**src/design/imu_oa_pkg.sv**
```systemverilog
`timescale 1ns / 1ps
// ----------------------------------------------------------------------------
// IMU offset averager package
// Shared types and constants for the digit-serial offset averager.
// ----------------------------------------------------------------------------
package imu_oa_pkg;

   localparam int AXES         = 6;
   localparam int READING_BITS = 16;
   localparam int DIGIT_BITS   = 8;

   localparam logic [READING_BITS-1:0] OFFSET_MAX = 16'h7FFF;
   localparam logic [READING_BITS-1:0] OFFSET_MIN = 16'h8000;

   typedef enum logic [2:0] {
      ST_IDLE,
      ST_ACC,
      ST_ABS,
      ST_DIV,
      ST_COMMIT,
      ST_RESULT
   } state_type;

   typedef struct packed {
      logic load;
      logic acc;
      logic abs_first;
      logic abs;
      logic div;
      logic commit;
   } lane_ctrl_type;

endpackage

```
**src/design/imu_oa_lane.sv**
```systemverilog
`timescale 1ns / 1ps
// ----------------------------------------------------------------------------
// IMU offset averager axis lane
// Digit-serial running sum, magnitude pass, bit-serial restoring divider
// and stored offset for one axis.
// ----------------------------------------------------------------------------
module imu_oa_lane #(
   parameter int COUNT_BITS = 16
) (
   input  logic                                         clock,
   input  logic                                         reset,
   input  imu_oa_pkg::lane_ctrl_type                    lane_ctrl,
   input  logic [imu_oa_pkg::READING_BITS-1:0]          reading,
   input  logic [COUNT_BITS:0]                          divisor,
   output logic [imu_oa_pkg::READING_BITS-1:0]          offset
);
   import imu_oa_pkg::*;

   localparam int SUM_BITS = READING_BITS + COUNT_BITS;
   localparam int DIGITS   = (SUM_BITS + DIGIT_BITS - 1) / DIGIT_BITS;
   localparam int PAD_BITS = DIGITS * DIGIT_BITS;

   logic [READING_BITS-1:0] reading_ff, reading_in;
   logic [PAD_BITS-1:0]     sum_ff, sum_in;
   logic                    carry_ff, carry_in;
   logic                    neg_ff, neg_in;
   logic [COUNT_BITS:0]     rem_ff, rem_in;
   logic [READING_BITS-1:0] offset_ff, offset_in;

   logic                    neg_now;
   logic [DIGIT_BITS-1:0]   op_a;
   logic [DIGIT_BITS-1:0]   op_b;
   logic                    cin;
   logic [DIGIT_BITS:0]     digit_sum;
   logic [COUNT_BITS+1:0]   shifted;
   logic [COUNT_BITS+1:0]   diff;
   logic                    hi_any;
   logic                    pos_over;
   logic                    neg_over;

   always_comb begin
      neg_now   = lane_ctrl.abs_first ? sum_ff[PAD_BITS-1] : neg_ff;
      op_a      = ((lane_ctrl.abs_first || lane_ctrl.abs) && neg_now) ?
                  ~sum_ff[DIGIT_BITS-1:0] : sum_ff[DIGIT_BITS-1:0];
      op_b      = lane_ctrl.acc ? reading_ff[DIGIT_BITS-1:0] : '0;
      cin       = lane_ctrl.abs_first ? sum_ff[PAD_BITS-1] : carry_ff;
      digit_sum = {1'b0, op_a} + {1'b0, op_b} + {{DIGIT_BITS{1'b0}}, cin};

      shifted   = {rem_ff, sum_ff[PAD_BITS-1]};
      diff      = shifted - {1'b0, divisor};

      hi_any    = |sum_ff[PAD_BITS-1:READING_BITS];
      pos_over  = hi_any || sum_ff[READING_BITS-1];
      neg_over  = hi_any || (sum_ff[READING_BITS-1] && (|sum_ff[READING_BITS-2:0]));

      reading_in = reading_ff;
      sum_in     = sum_ff;
      carry_in   = carry_ff;
      neg_in     = neg_ff;
      rem_in     = rem_ff;
      offset_in  = offset_ff;

      if (lane_ctrl.load) begin
         reading_in = reading;
         carry_in   = 1'b0;
      end else if (lane_ctrl.acc || lane_ctrl.abs_first || lane_ctrl.abs) begin
         reading_in = {{DIGIT_BITS{reading_ff[READING_BITS-1]}},
                       reading_ff[READING_BITS-1:DIGIT_BITS]};
         sum_in     = {digit_sum[DIGIT_BITS-1:0], sum_ff[PAD_BITS-1:DIGIT_BITS]};
         carry_in   = digit_sum[DIGIT_BITS];
         if (lane_ctrl.abs_first) begin
            neg_in = sum_ff[PAD_BITS-1];
            rem_in = '0;
         end
      end else if (lane_ctrl.div) begin
         if (!diff[COUNT_BITS+1]) begin
            rem_in = diff[COUNT_BITS:0];
            sum_in = {sum_ff[PAD_BITS-2:0], 1'b1};
         end else begin
            rem_in = shifted[COUNT_BITS:0];
            sum_in = {sum_ff[PAD_BITS-2:0], 1'b0};
         end
      end else if (lane_ctrl.commit) begin
         if (neg_ff) begin
            offset_in = neg_over ? OFFSET_MIN :
                        READING_BITS'(~sum_ff[READING_BITS-1:0] + 16'd1);
         end else begin
            offset_in = pos_over ? OFFSET_MAX : sum_ff[READING_BITS-1:0];
         end
         sum_in = '0;
      end
   end

   always_ff @(posedge clock) begin
      if (reset) begin
         sum_ff    <= '0;
         offset_ff <= '0;
      end else begin
         sum_ff    <= sum_in;
         offset_ff <= offset_in;
      end
   end

   always_ff @(posedge clock) begin
      reading_ff <= reading_in;
      carry_ff   <= carry_in;
      neg_ff     <= neg_in;
      rem_ff     <= rem_in;
   end

   assign offset = offset_ff;

endmodule

```
**src/design/imu_oa_ctrl.sv**
```systemverilog
`timescale 1ns / 1ps
// ----------------------------------------------------------------------------
// IMU offset averager controller
// Sequences the digit passes, counts the sets of a window and runs the
// request and response handshakes.
// ----------------------------------------------------------------------------
module imu_oa_ctrl #(
   parameter int COUNT_BITS = 16
) (
   input  logic                       clock,
   input  logic                       reset,
   input  logic                       req_tvalid,
   output logic                       req_tready,
   output logic                       rsp_tvalid,
   input  logic                       rsp_tready,
   input  logic [COUNT_BITS-1:0]      sample_count,
   output imu_oa_pkg::lane_ctrl_type  lane_ctrl,
   output logic [COUNT_BITS:0]        divisor,
   output logic                       window_done,
   output logic                       rsp_load
);
   import imu_oa_pkg::*;

   localparam int SUM_BITS   = READING_BITS + COUNT_BITS;
   localparam int DIGITS     = (SUM_BITS + DIGIT_BITS - 1) / DIGIT_BITS;
   localparam int PAD_BITS   = DIGITS * DIGIT_BITS;
   localparam int STEP_BITS  = $clog2(PAD_BITS);

   state_type               state_ff, state_in;
   logic [STEP_BITS-1:0]    step_ff, step_in;
   logic [COUNT_BITS-1:0]   sets_ff, sets_in;
   logic [COUNT_BITS:0]     n_ff, n_in;
   logic                    done_ff, done_in;
   logic                    rsp_valid_ff, rsp_valid_in;
   logic                    close;

   always_comb begin
      close        = ({1'b0, sample_count} <= n_ff);
      state_in     = state_ff;
      step_in      = step_ff;
      sets_in      = sets_ff;
      n_in         = n_ff;
      done_in      = done_ff;
      lane_ctrl    = '0;
      req_tready   = 1'b0;
      rsp_load     = 1'b0;

      case (state_ff)
         ST_IDLE: begin
            req_tready = 1'b1;
            if (req_tvalid) begin
               lane_ctrl.load = 1'b1;
               n_in           = {1'b0, sets_ff} + {{COUNT_BITS{1'b0}}, 1'b1};
               step_in        = '0;
               state_in       = ST_ACC;
            end
         end
         ST_ACC: begin
            lane_ctrl.acc = 1'b1;
            step_in       = step_ff + 1'b1;
            if (step_ff == STEP_BITS'(DIGITS - 1)) begin
               step_in = '0;
               done_in = close;
               if (close) begin
                  sets_in  = '0;
                  state_in = ST_ABS;
               end else begin
                  sets_in  = n_ff[COUNT_BITS-1:0];
                  state_in = ST_RESULT;
               end
            end
         end
         ST_ABS: begin
            lane_ctrl.abs_first = (step_ff == '0);
            lane_ctrl.abs       = (step_ff != '0);
            step_in             = step_ff + 1'b1;
            if (step_ff == STEP_BITS'(DIGITS - 1)) begin
               step_in  = '0;
               state_in = ST_DIV;
            end
         end
         ST_DIV: begin
            lane_ctrl.div = 1'b1;
            step_in       = step_ff + 1'b1;
            if (step_ff == STEP_BITS'(PAD_BITS - 1)) begin
               step_in  = '0;
               state_in = ST_COMMIT;
            end
         end
         ST_COMMIT: begin
            lane_ctrl.commit = 1'b1;
            state_in         = ST_RESULT;
         end
         ST_RESULT: begin
            if (!rsp_valid_ff || rsp_tready) begin
               rsp_load = 1'b1;
               state_in = ST_IDLE;
            end
         end
         default: begin
            state_in = ST_IDLE;
         end
      endcase

      if (rsp_load) begin
         rsp_valid_in = 1'b1;
      end else if (rsp_tready) begin
         rsp_valid_in = 1'b0;
      end else begin
         rsp_valid_in = rsp_valid_ff;
      end
   end

   always_ff @(posedge clock) begin
      if (reset) begin
         state_ff     <= ST_IDLE;
         step_ff      <= '0;
         sets_ff      <= '0;
         rsp_valid_ff <= 1'b0;
      end else begin
         state_ff     <= state_in;
         step_ff      <= step_in;
         sets_ff      <= sets_in;
         rsp_valid_ff <= rsp_valid_in;
      end
   end

   always_ff @(posedge clock) begin
      n_ff    <= n_in;
      done_ff <= done_in;
   end

   assign divisor     = n_ff;
   assign window_done = done_ff;
   assign rsp_tvalid  = rsp_valid_ff;

endmodule

```
**src/design/imu_offset_averager.sv**
```systemverilog
`timescale 1ns / 1ps
// ----------------------------------------------------------------------------
// IMU offset averager
// Block-average offset calibration over windows of six-axis reading sets.
// ----------------------------------------------------------------------------
// Each request carries one set of six signed readings and returns one response
// with the six stored offsets and a window-done flag. The sums are updated in
// eight-bit digits, D = ceil((16 + COUNT_BITS) / 8) of them per sum. A request
// that closes a window adds a magnitude pass over the digits, a bit-serial
// division of the padded sum and an offset commit. A new request is taken while
// the previous response still waits in the output register. A sample_count write
// of zero is held at one and a value above the counter range at its maximum.
module imu_offset_averager #(
   parameter int COUNT_BITS = 16
) (
   input  logic         clock,
   input  logic         reset,
   input  logic         req_tvalid,
   output logic         req_tready,
   // accel_x, accel_y, accel_z, gyro_x, gyro_y, gyro_z
   input  logic [95:0]  req_tdata,
   output logic         rsp_tvalid,
   input  logic         rsp_tready,
   // offset_accel_x, offset_accel_y, offset_accel_z,
   // offset_gyro_x, offset_gyro_y, offset_gyro_z
   output logic [95:0]  rsp_tdata,
   // window_done
   output logic         rsp_tuser,
   input  logic         csr_we,
   input  logic [15:0]  csr_wdata
);
   import imu_oa_pkg::*;

   localparam int VALUE_BITS = (COUNT_BITS > READING_BITS) ? COUNT_BITS : READING_BITS;
   localparam logic [VALUE_BITS-1:0] COUNT_MAX =
      {VALUE_BITS{1'b1}} >> (VALUE_BITS - COUNT_BITS);

   function automatic logic [COUNT_BITS-1:0] held_count(input logic [15:0] value);
      logic [VALUE_BITS-1:0] wide;
      wide = VALUE_BITS'(value);
      if (wide == '0) begin
         wide = VALUE_BITS'(1);
      end else if (wide > COUNT_MAX) begin
         wide = COUNT_MAX;
      end
      return wide[COUNT_BITS-1:0];
   endfunction

   logic [COUNT_BITS-1:0]                     sample_ff, sample_in;
   logic [AXES*READING_BITS-1:0]              rsp_data_ff, rsp_data_in;
   logic                                      rsp_user_ff, rsp_user_in;
   lane_ctrl_type                             lane_ctrl;
   logic [COUNT_BITS:0]                       divisor;
   logic                                      window_done;
   logic                                      rsp_load;
   logic [AXES-1:0][READING_BITS-1:0]         offsets;

   imu_oa_ctrl #(
      .COUNT_BITS (COUNT_BITS)
   ) u_ctrl (
      .clock        (clock),
      .reset        (reset),
      .req_tvalid   (req_tvalid),
      .req_tready   (req_tready),
      .rsp_tvalid   (rsp_tvalid),
      .rsp_tready   (rsp_tready),
      .sample_count (sample_ff),
      .lane_ctrl    (lane_ctrl),
      .divisor      (divisor),
      .window_done  (window_done),
      .rsp_load     (rsp_load)
   );

   for (genvar i = 0; i < AXES; i++) begin : g_lane
      imu_oa_lane #(
         .COUNT_BITS (COUNT_BITS)
      ) u_lane (
         .clock     (clock),
         .reset     (reset),
         .lane_ctrl (lane_ctrl),
         .reading   (req_tdata[i*READING_BITS +: READING_BITS]),
         .divisor   (divisor),
         .offset    (offsets[i])
      );
   end

   always_comb begin
      sample_in   = csr_we ? held_count(csr_wdata) : sample_ff;
      rsp_data_in = rsp_load ? offsets : rsp_data_ff;
      rsp_user_in = rsp_load ? window_done : rsp_user_ff;
   end

   always_ff @(posedge clock) begin
      if (reset) begin
         sample_ff <= held_count(16'd100);
      end else begin
         sample_ff <= sample_in;
      end
   end

   always_ff @(posedge clock) begin
      rsp_data_ff <= rsp_data_in;
      rsp_user_ff <= rsp_user_in;
   end

   assign rsp_tdata = rsp_data_ff;
   assign rsp_tuser = rsp_user_ff;

   a_one_lane_op: assert property (@(posedge clock) disable iff (reset)
      $onehot0({lane_ctrl.load, lane_ctrl.acc, lane_ctrl.abs_first,
                lane_ctrl.abs, lane_ctrl.div, lane_ctrl.commit}))
      else $error("More than one lane operation is active.");

   a_accept_starts_sum: assert property (@(posedge clock) disable iff (reset)
      (req_tvalid && req_tready) |=> lane_ctrl.acc)
      else $error("An accepted request did not start the digit accumulation.");

   a_commit_blocks_req: assert property (@(posedge clock) disable iff (reset)
      lane_ctrl.commit |-> (!req_tready && !rsp_load))
      else $error("A request or response was handled during an offset commit.");

   a_load_when_free: assert property (@(posedge clock) disable iff (reset)
      rsp_load |-> (!rsp_tvalid || rsp_tready))
      else $error("The response register was overwritten before it was taken.");

endmodule
```
**config.mk**
```make
export PLATFORM = sky130hd
export DESIGN_NAME = imu_offset_averager
export DESIGN_NICKNAME = d
export VERILOG_FILES = /design/src/design/imu_oa_pkg.sv /design/src/design/imu_oa_lane.sv /design/src/design/imu_oa_ctrl.sv /design/src/design/imu_offset_averager.sv
export SDC_FILE = /design/constraint.sdc
export NUM_CORES = 2
export LEC_CHECK = 0
export ABC_AREA = 1
export BUFFER_PORTS_ARGS = -buffer_cell sky130_fd_sc_hd__buf_2
export CORE_AREA = 2 2 330 332
export DETAILED_ROUTE_END_ITERATION = 10
export DIE_AREA = 0 0 332 334
export GPL_TIMING_DRIVEN = 0
export PLACE_DENSITY_LB_ADDON = 0.12
export SLEW_MARGIN = 20
export SYNTH_ARGS = -nofsm -noshare
export SYNTH_HDL_FRONTEND = slang
export SYNTH_SLANG_ARGS = --single-unit
```
**constraint.sdc**
```tcl
create_clock -name clock -period 8.5 [get_ports clock]
set_input_delay 0.425 -clock clock [delete_from_list [all_inputs] [get_ports clock]]
set_output_delay 0.425 -clock clock [all_outputs]
set_load 0.03 [all_outputs]
```
==> summary by stage <==
Run status
The flow ran to the end, and the final reports show no timing, DRC or antenna violations.

Logic synthesis
Yosys printed 0 warnings. The synthesized instance count is 4847. The count of distinct cell types in the synthesized netlist is between 50 and 60.

The most instantiated library cell after synthesis is sky130_fd_sc_hd__nand2_1. Ranked by instance count, the synthesized netlist is headed by sky130_fd_sc_hd__nand2_1, sky130_fd_sc_hd__nor2_1, sky130_fd_sc_hd__a21oi_1. Of the synthesized area, sequential elements account for a little over two fifths. In this run the mean area of a mapped cell was 7.71 um2. In the synthesized netlist the async set-or-reset flop fraction comes to 0%. The library cell occupying the most area in the post-synthesis netlist is sky130_fd_sc_hd__edfxtp_1. The count of flip-flops with a built-in enable after synthesis is 319. The leading register cell type out of synthesis is sky130_fd_sc_hd__dfxtp_1. The synthesized area is 37400 um2. When the netlist entered floorplanning its net count stood at 5152. After synthesis the netlist holds a flip-flop and latch count of roughly 650.

The share of the synthesized area in the top cell type is between 20% and 30%. After synthesis, the cell types taking the most area are sky130_fd_sc_hd__edfxtp_1, sky130_fd_sc_hd__dfxtp_1, sky130_fd_sc_hd__nand2_1, sky130_fd_sc_hd__a21oi_1, sky130_fd_sc_hd__nor2_1.

Die
The overall die height is roughly 330 um. Once the floorplan was initialized, standard cells occupied around a third of the core. In this run the core area contains between 100 and 150 standard-cell rows.

The die covers between 100000 and 150000 um2. between 200 and 250 I/O pins were placed. The die width is between 300 and 400 um. The floorplan step defined a core boundary enclosing around 110000 um2.

Detailed routing
The number of nets still failing antenna checks after routing is 0. The DRC violations left is 0. The violation count after the first detailed-route iteration is slightly below 3k.

In the routed layout, each cell is associated on average with a via count of about 5. Summed over all layers, the routed wires come to around 130 mm. The average routed wire per standard cell is 19.1 um. The number of detailed-route iterations in the first pass is 8. The routed layout has 33.6k vias.

Global routing
In the global route stage, met2 resource usage came out at about 34%. The number of global-route vias before repair is ~31k. The layer carrying the most global-route usage is met2. Global routing used approximately 22% of the available tracks across all layers. The met3 track demand over resource is 3.32%. The global route total overflow is 0.

Entering global routing, the biggest net connects 49 pins. The initial antenna violation count was 5. In the global route stage, met1 resource usage came out at around a third. The first global-routing pass estimated between 150 and 200 mm of wire.

Layout
The net count of the finished layout is between 5k and 6k. In the final layout, the share of cells above drive strength 1 is under 10%. Fill cells in the final layout number approximately 11k. The final cell count without fillers is roughly 6.6k. Summing all flip-flop and latch instances after layout gives 16300 um2. The area growth from synthesis to layout is 15.8%. The multi-input combinational cells in the finished layout cover a total of 18400 um2. Summing all non-filler instances in the final layout gives an area of 43300 um2.

Clock network
The maximum clock insertion buffer count is 3. The root buffer cell chosen for the clock tree is sky130_fd_sc_hd__clkbuf_16. The number of gates resized after CTS is 0. The number of setup buffers added after CTS is 0. CTS saw approximately 650 sinks.

The number of levels the H-tree was split into is 3. The clock latency reported for the late side of the worst-skew pair is roughly 0.66 ns. Counting the buffers created by CTS gives 79. The clock edge transition at the registers on the reported setup and hold paths is around 0.070 ns.

The TritonCTS clock tree is done.

Timing
The share of the cycle needed by the critical path after routing is between 40% and 50%. The worst-margin pin slew is ~1.0 ns. Setup repair after global routing left no endpoint under its margin. The final critical-path required period is 3.97 ns.

The number of hold violations in the final report came to 0. The final-layout setup total negative slack is 0 ns. Setup violations remaining at the end of the flow were counted as 0. The worst pin sits at a relative slew slack of around a third. The clock arrives with 0.0403 ns of skew. The number of pins with negative max-slew slack in the final report is 0. The worst hold margin is 0.0300 ns. The achievable frequency is about 250 MHz.

Place
The placement-stage cell area is around 41000 um2. The cell total after placement is about 6.5k. The HPWL reported at the end of detailed placement is between 90 and 100 mm.

The final weighted congestion in routability-driven placement is 0.918. Port buffering added around 210 buffers.

Setup path
The length in cells of the worst reg-to-reg path is 21. For flop-to-flop paths, the worst setup slack is ~4.5 ns. The startpoint identified for the worst register-to-register timing path is u_ctrl.step_ff[0]$_SDFFE_PP0P_. The startpoint class of the critical path is a register. The worst setup path is captured at a register. Data on the critical path arrives at its endpoint at 4.52 ns. For the worst setup path, the data required time is roughly 9.0 ns. The endpoint of the most critical setup path is g_lane[2].u_lane.sum_ff[30]$_SDFFE_PP0P_.

The launching element of the worst setup path is u_ctrl.step_ff[0]$_SDFFE_PP0P_. The worst setup path is of the reg2reg kind. The largest fanout of any net on the critical path is 10. The capturing point of the worst reg2reg path is g_lane[2].u_lane.sum_ff[30]$_SDFFE_PP0P_.

Job
The tool flagged a number of max-cap violations equal to 0.

Worst hold path
Counting instances, the worst hold path has a depth of 3. The tightest min-delay check is of the in2reg type.

Power
The analysis attributes to cell leakage a power of 19.2 nW. The worst supply voltage drop on vdd is around 0.18 mV. Power spread over the standard cell area amounts to 398 nW/um2.
-- cell usage in the layout (no fill, tap or decap), types with 126 or more instances in the layout --
master                     Yosys  final
sky130_fd_sc_hd__ha_1        170    170
sky130_fd_sc_hd__nor2_1      577    576
sky130_fd_sc_hd__a21oi_1     465    464
sky130_fd_sc_hd__a22oi_1     138    138
sky130_fd_sc_hd__dfxtp_1     335    335
sky130_fd_sc_hd__nand2_1    1215   1214
sky130_fd_sc_hd__clkbuf_1    117    126
sky130_fd_sc_hd__buf_2        48    264
sky130_fd_sc_hd__nand3_1     205    205
sky130_fd_sc_hd__xor2_1      156    156
sky130_fd_sc_hd__o21ai_0     260    260
sky130_fd_sc_hd__edfxtp_1    319    319
sky130_fd_sc_hd__inv_1       453    453
-- state kept, by name, summed over array words and instances (netlist names) --
name / flops
rsp_tdata: 96
u_ctrl.state_ff: 3
u_ctrl.sets_ff: 16
g_lane.u_lane.offset: 96
rsp_tuser: 1
u_ctrl.step_ff: 5
sample_ff: 16
g_lane.u_lane.reading_ff: 96
g_lane.u_lane.carry_ff: 6
u_ctrl.window_done: 1
g_lane.u_lane.neg_ff: 6
g_lane.u_lane.rem_ff: 102
g_lane.u_lane.sum_ff: 192
u_ctrl.rsp_tvalid: 1
u_ctrl.divisor: 17
-- report_power, final --
group | internal [mW] | total (mW) | switching (mW)
Clock | 2.02 | 3.47 | 1.45
Combinational | 2.77 | 8.83 | 6.06
Sequential | 4.50 | 4.92 | 0.422
-- worst min-delay path by stage --
stage,startpoint,endpoint,slack [ns]
final,csr_wdata[10],sample_ff[10]$_SDFFE_PP0P_,0.03
after global routing,csr_wdata[10],sample_ff[10]$_SDFFE_PP0P_,0.03
after CTS,req_tdata[44],g_lane[2].u_lane.reading_ff[12]$_DFFE_PP_,0.0003
after detailed placement,g_lane[5].u_lane.offset[2]$_SDFFE_PP0P_,rsp_tdata[82]$_DFFE_PP_,0.41
after global placement,u_ctrl.window_done$_DFFE_PP_,rsp_tuser$_DFFE_PP_,0.40
after floorplan,u_ctrl.window_done$_DFFE_PP_,rsp_tuser$_DFFE_PP_,0.40
-- layout make-up --
cell class / instances / share of cell area (%)
diodes: 1 / 0.00578
plain buffers: 197 / 2.03
clock buffers: 107 / 5.25
clock inverters: 40 / 0.899
inverters: 480 / 4.16
multi-input cells: 3516 / 42.6
flip-flops and latches: 654 / 37.6
well taps: 1414 / 4.09
repair buffers: 235 / 3.36
-- cells by family (layout without fill, tap and decap cells) --
group	after synthesis	in the layout	share of synthesized area (%)
AND/OR/NAND/NOR	2156	2156	23.5
AO/OA/AOI/OAI	990	990	14.8
buffers and inverters	677	1059	7.16
flip-flops	654	654	43.6
adder cells (fa/ha/maj)	188	188	6.66
XOR/XNOR	182	182	4.27
other	0	1	0
-- worst max-delay path: stages, from the launching register on --
cell                      delay [ns]
sky130_fd_sc_hd__dfxtp_1        0.34
sky130_fd_sc_hd__inv_1          0.07
sky130_fd_sc_hd__ha_1           0.15
sky130_fd_sc_hd__nand3_1        0.13
sky130_fd_sc_hd__nor2_4         0.41
sky130_fd_sc_hd__buf_2          0.46
sky130_fd_sc_hd__o21ai_1        0.12
sky130_fd_sc_hd__inv_2          0.11
sky130_fd_sc_hd__nand2_4        0.11
sky130_fd_sc_hd__xor2_1         0.21
sky130_fd_sc_hd__fa_1           0.45
sky130_fd_sc_hd__fa_1           0.42
sky130_fd_sc_hd__inv_1          0.10
sky130_fd_sc_hd__nand3_1        0.07
sky130_fd_sc_hd__nand2_1        0.11
sky130_fd_sc_hd__nand2_1        0.06
sky130_fd_sc_hd__nand2_1        0.05
sky130_fd_sc_hd__nand2_1        0.04
sky130_fd_sc_hd__nand2_1        0.09
sky130_fd_sc_hd__a21oi_1        0.07
sky130_fd_sc_hd__o21ai_0        0.17
sky130_fd_sc_hd__a21oi_1        0.11
-- per-stage QoR --
step	power, mW	worst slack (ns)	utilization, %
global route	18.6	4.33	40.2
detailed placement	13.7	4.62	37.6
finish	17.2	4.53	40.2
global placement	13.7	-1.60	37.3
CTS	17.3	4.59	40.2
floorplan	11.1	2.47	-
-- per-layer routing --
metal / part of all wire (%) / up-vias
li1: - / 16800
met1: 48 / 15700
met2: 43 / 1001
met3: 6.6 / 132
met4: 2.2 / 0
met5: 0 / -
-- what timing repair did --
| item | 4_1_cts | 5_1_grt |
|---|---|---|
| endpoints found under the setup margin | 0 | 0 |
| endpoints found under the hold margin | 10 | 0 |
| hold buffers | 10 | 0 |
Power figures use the tool's default switching activity.
